==> config.mk <==
export PLATFORM = sky130hd
export DESIGN_NAME = mef_ctrl
export DESIGN_NICKNAME = d
export VERILOG_FILES = /design/src/design/mef_pkg.sv /design/src/design/mef_ctrl.sv
export SDC_FILE = /design/constraint.sdc
export NUM_CORES = 1
export LEC_CHECK = 0
export CAP_MARGIN = 20
export CORE_AREA = 2 2 39 41
export DETAILED_ROUTE_END_ITERATION = 12
export DIE_AREA = 0 0 41 43
export DONT_BUFFER_PORTS = 1
export GPL_TIMING_DRIVEN = 0
export PLACE_DENSITY_LB_ADDON = 0.08
export REMOVE_ABC_BUFFERS = 1
export SETUP_SLACK_MARGIN = 0.02
export SLEW_MARGIN = 15
export SYNTH_ARGS = -nofsm -noshare
export SYNTH_HDL_FRONTEND = slang
export SYNTH_SLANG_ARGS = --single-unit
export TNS_END_PERCENT = 20
==> constraint.sdc <==
create_clock -name clk -period 1.1 [get_ports clk]
set_clock_uncertainty 0.1 [all_clocks]
set_input_delay 0 -clock clk [delete_from_list [all_inputs] [get_ports clk]]
set_output_delay 0 -clock clk [all_outputs]
set_load 0.02 [all_outputs]
==> src/design/mef_pkg.sv <==
// ----------------------------------------------------------------------------
// Majority element finder package
// Shared sizes, the controller state type and the command and status groups
// that pass between the controller and the datapath.
// ----------------------------------------------------------------------------
package mef_pkg;

  localparam int MAX_ITEMS = 1024;
  localparam int DATA_W    = 32;
  localparam int ADDR_W    = $clog2(MAX_ITEMS);
  // One more bit than the address so that a count can hold MAX_ITEMS itself.
  localparam int CNT_W     = ADDR_W + 1;

  typedef enum logic [1:0] {
    ST_LOAD,
    ST_SCAN,
    ST_RESULT
  } state_t;

  typedef struct packed {
    logic load;   // an element is accepted this cycle
    logic scan;   // the verification pass is running
    logic clear;  // the result is taken; start a new sequence
  } cmd_t;

  typedef struct packed {
    logic scan_done;  // every stored element has been compared
  } status_t;

endpackage

==> src/design/mef_ctrl.sv <==
// ----------------------------------------------------------------------------
// Majority element finder controller
// Sequences loading, the verification pass and the result handshake.
// ----------------------------------------------------------------------------
module mef_ctrl (
  input  logic             clk,
  input  logic             rst,
  input  logic             in_valid,
  input  logic             in_last,
  output logic             in_ready,
  output logic             out_valid,
  input  logic             out_ready,
  output mef_pkg::cmd_t    cmd,
  input  mef_pkg::status_t status
);
  import mef_pkg::*;

  state_t state;
  state_t state_next;

  always_ff @(posedge clk) begin
    if (rst) begin
      state <= ST_LOAD;
    end else begin
      state <= state_next;
    end
  end

  always_comb begin
    state_next = state;
    unique case (state)
      ST_LOAD: begin
        if (in_valid && in_last) begin
          state_next = ST_SCAN;
        end
      end
      ST_SCAN: begin
        if (status.scan_done) begin
          state_next = ST_RESULT;
        end
      end
      ST_RESULT: begin
        if (out_ready) begin
          state_next = ST_LOAD;
        end
      end
      default: state_next = ST_LOAD;
    endcase
  end

  always_comb begin
    in_ready  = 1'b0;
    out_valid = 1'b0;
    cmd       = '0;
    unique case (state)
      ST_LOAD: begin
        in_ready = 1'b1;
        cmd.load = in_valid;
      end
      ST_SCAN: begin
        cmd.scan = 1'b1;
      end
      ST_RESULT: begin
        out_valid = 1'b1;
        cmd.clear = out_ready;
      end
      default: begin
        in_ready = 1'b0;
      end
    endcase
  end

endmodule

==> reports/metrics.csv <==
metric,value,unit
synth_top_cells_by_count,"2 x and2_1, 2 x dfxtp_1, 2 x nand3b_1",
cp_cell_sequence,nor2b_4 -> and2_4,
wl_per_cell,8.73,µm
fmax,0.899,GHz
largest_register_ffs,2,
cts.clk_slew.worst_paths,0.03,ns
r2r_end,state[1],
antenna_found_initial,0,
clock_sinks,2,
ys_warn_count,0,
dr.first_iter.drc_count,0,
whs_path_depth,1,
cpPeakStageDelay,0.37,ns
violations,setup timing,
overflow,0,
rsz0062_at_grt,true,
drv_cap,0,
numCtsBuffers,3,
post-route-cell-area,231,µm²
grt_usage,4.71,%
slowest_stage,dfxtp_4,
placed_cell_area,134,µm²
setup_slack,-0.0124,ns
vdd_drop_max,259,µV
r2r_start,state[0],
setup_viol,1,
async_reset_ff_share,0,%
reg2reg_depth,2,
ys_seq_area_share,33.0,%
start_kind,flop,
dieArea,0.00176,mm²
slew_headroom,87.2,%
cts-root-buf,clkbuf_4,
synth.distinct_cells,11,
nets,29,
syn_area,121,µm²
coreArea,0.00138,mm²
clock_path_buffers,2,
pin_count,11,
top_regs,state: 2 flops,
viasPerCell,3.19,
tightest_slew,0.191,ns
synth-simple-area-share,50.5,%
hold_end,cmd[0],
status,finished with violations,
worstPathMaxFanout,6,
globalplace.congestion,0.506,
path_class,flop to output pin,
ff2ff_setup_slack,0.04,ns
synth_area_leaders,"dfxtp_1 33%, nand3b_1 12%, and2_1 10%",
die_height,43,µm
drt_wl_total,323,µm
arrival,1.01,ns
cts_setup_buffers,0,
final-hold-violation-count,0,
drive_gt1_share,47.6,%
power,0.288,mW
ys.flop_type,dfxtp_1,
grt_pass1_wl,476,µm
cts_tree,yes,
min_from,out_ready,
ant_nets,0,
synth-xor-area-share,0,%
areaGrowthSynthToFinish,90.7,%
grt_pass1_vias,124,
synth_area_leader_cell,dfxtp_1,
clk_latency,0.22,ns
cp-end-kind,output pin,
fin_crit,1.11,ns
port-buffer-count,0,
min_path_type,primary input to output pin,
syn_inst,14,
synth_edf_count,0,
synth_fa_ha_area_share,0,%
dp_slack,-0.0959,ns
first_pass_iters,1,
required,1.00,ns
die_w,41,µm
syn_avg_cell_area,8.67,µm²
start_util,8.77,%
grt_start_max_net_pins,8,
ys_ff_latch,2,
regMostFlops,state,
holdWs,0.0393,ns
synth_compound_area_share,10.3,%
synth_top_family_by_area,simple AND/OR/NAND/NOR gates,
leakagePower,0.0821,nW
rows,14,
drc,0,
synth_top_area_share,33.0,%
powerDensity,1250,mW/mm²
dp.final_hpwl,221,µm
vias,118,
synth_mux_area_share,0,%
htreeDepth,1,
drv_slew,0,
fin_crit_sh,101,%
insertedDiodeCount,0,
worst max-delay path by stage:
| stage | from | end | slack (ns) |
|---|---|---|---|
| 2_1_floorplan | state[1] | cmd[0] | -0.02 |
| 3_3_place_gp | state[1] | cmd[0] | -0.11 |
| 3_5_place_dp | state[1] | cmd[0] | -0.1 |
| 4_1_cts | state[1] | cmd[0] | -0.03 |
| 5_1_grt | state[1] | cmd[0] | -0.07 |
| 6_report | state[1] | cmd[0] | -0.01 |
critical path, delay by kind of cell, from the launching register on:
family	cells	cell delay (ns)
simple gates	2	0.42
flops	1	0.37
layer usage:
| metal | global-route usage (%) | part of all wire (%) | wire length [µm] |
|---|---|---|---|
| met1 | 4.15 | 44 | 142 |
| met2 | 5.94 | 50 | 162 |
| met3 | 3.14 | 5.9 | 19 |
| met4 | 6.00 | 0 | 0 |
| met5 | 0 | 0 | 0 |
layout make-up:
cell class                      instances  area (µm²)
Tap cell                               16        20.0
Multi-Input combinational cell         11        93.8
Sequential cell                         2        45.0
Timing Repair Buffer                    5        50.0
Fill cell                             155        1150
Clock buffer                            3        22.5
cells by family after synthesis:
kind of cell	after synthesis
AO/OA/AOI/OAI	2
flip-flops	2
AND/OR/NAND/NOR	9
buffers and inverters	1
placed cells by master (no fill, tap or decap):
master | Yosys | layout
a21oi_1 | 1 | 1
dlygate4sd3_1 | 0 | 5
a211oi_1 | 1 | 1
and2b_2 | 1 | 1
or3b_1 | 1 | 1
nand2b_1 | 1 | 1
clkbuf_4 | 0 | 3
nor2b_4 | 0 | 1
dfxtp_2 | 0 | 1
nor2_4 | 0 | 1
dfxtp_4 | 0 | 1
and2_4 | 0 | 2
nand3b_1 | 2 | 2
through the flow:
stage	util (%)	setup TNS [ns]	std cells
5_1_grt	16.7	-0.0659	37
2_1_floorplan	-	-0.0245	13
3_5_place_dp	9.67	-0.105	29
4_1_cts	16.7	-0.0282	37
3_3_place_gp	9.67	-0.130	29
6_report	16.7	-0.0124	37
report_power, final:
part	internal (mW)	leakage, nW	switching [mW]
sequential	0.0753	0.0175	0.00760
combinational	0.0261	0.0509	0.0215
clock	0.120	0.0138	0.0378
total	0.221	0.0821	0.0669
timing repair:
action / 4_1_cts / 5_1_grt
hold endpoints to repair: 2 / 0
pin swaps: 0 / 0
gates resized for setup: 11 / 0
hold buffers: 5 / 0
setup endpoints to repair: 4 / 3
Note: power is estimated with default switching activity, not from simulation.
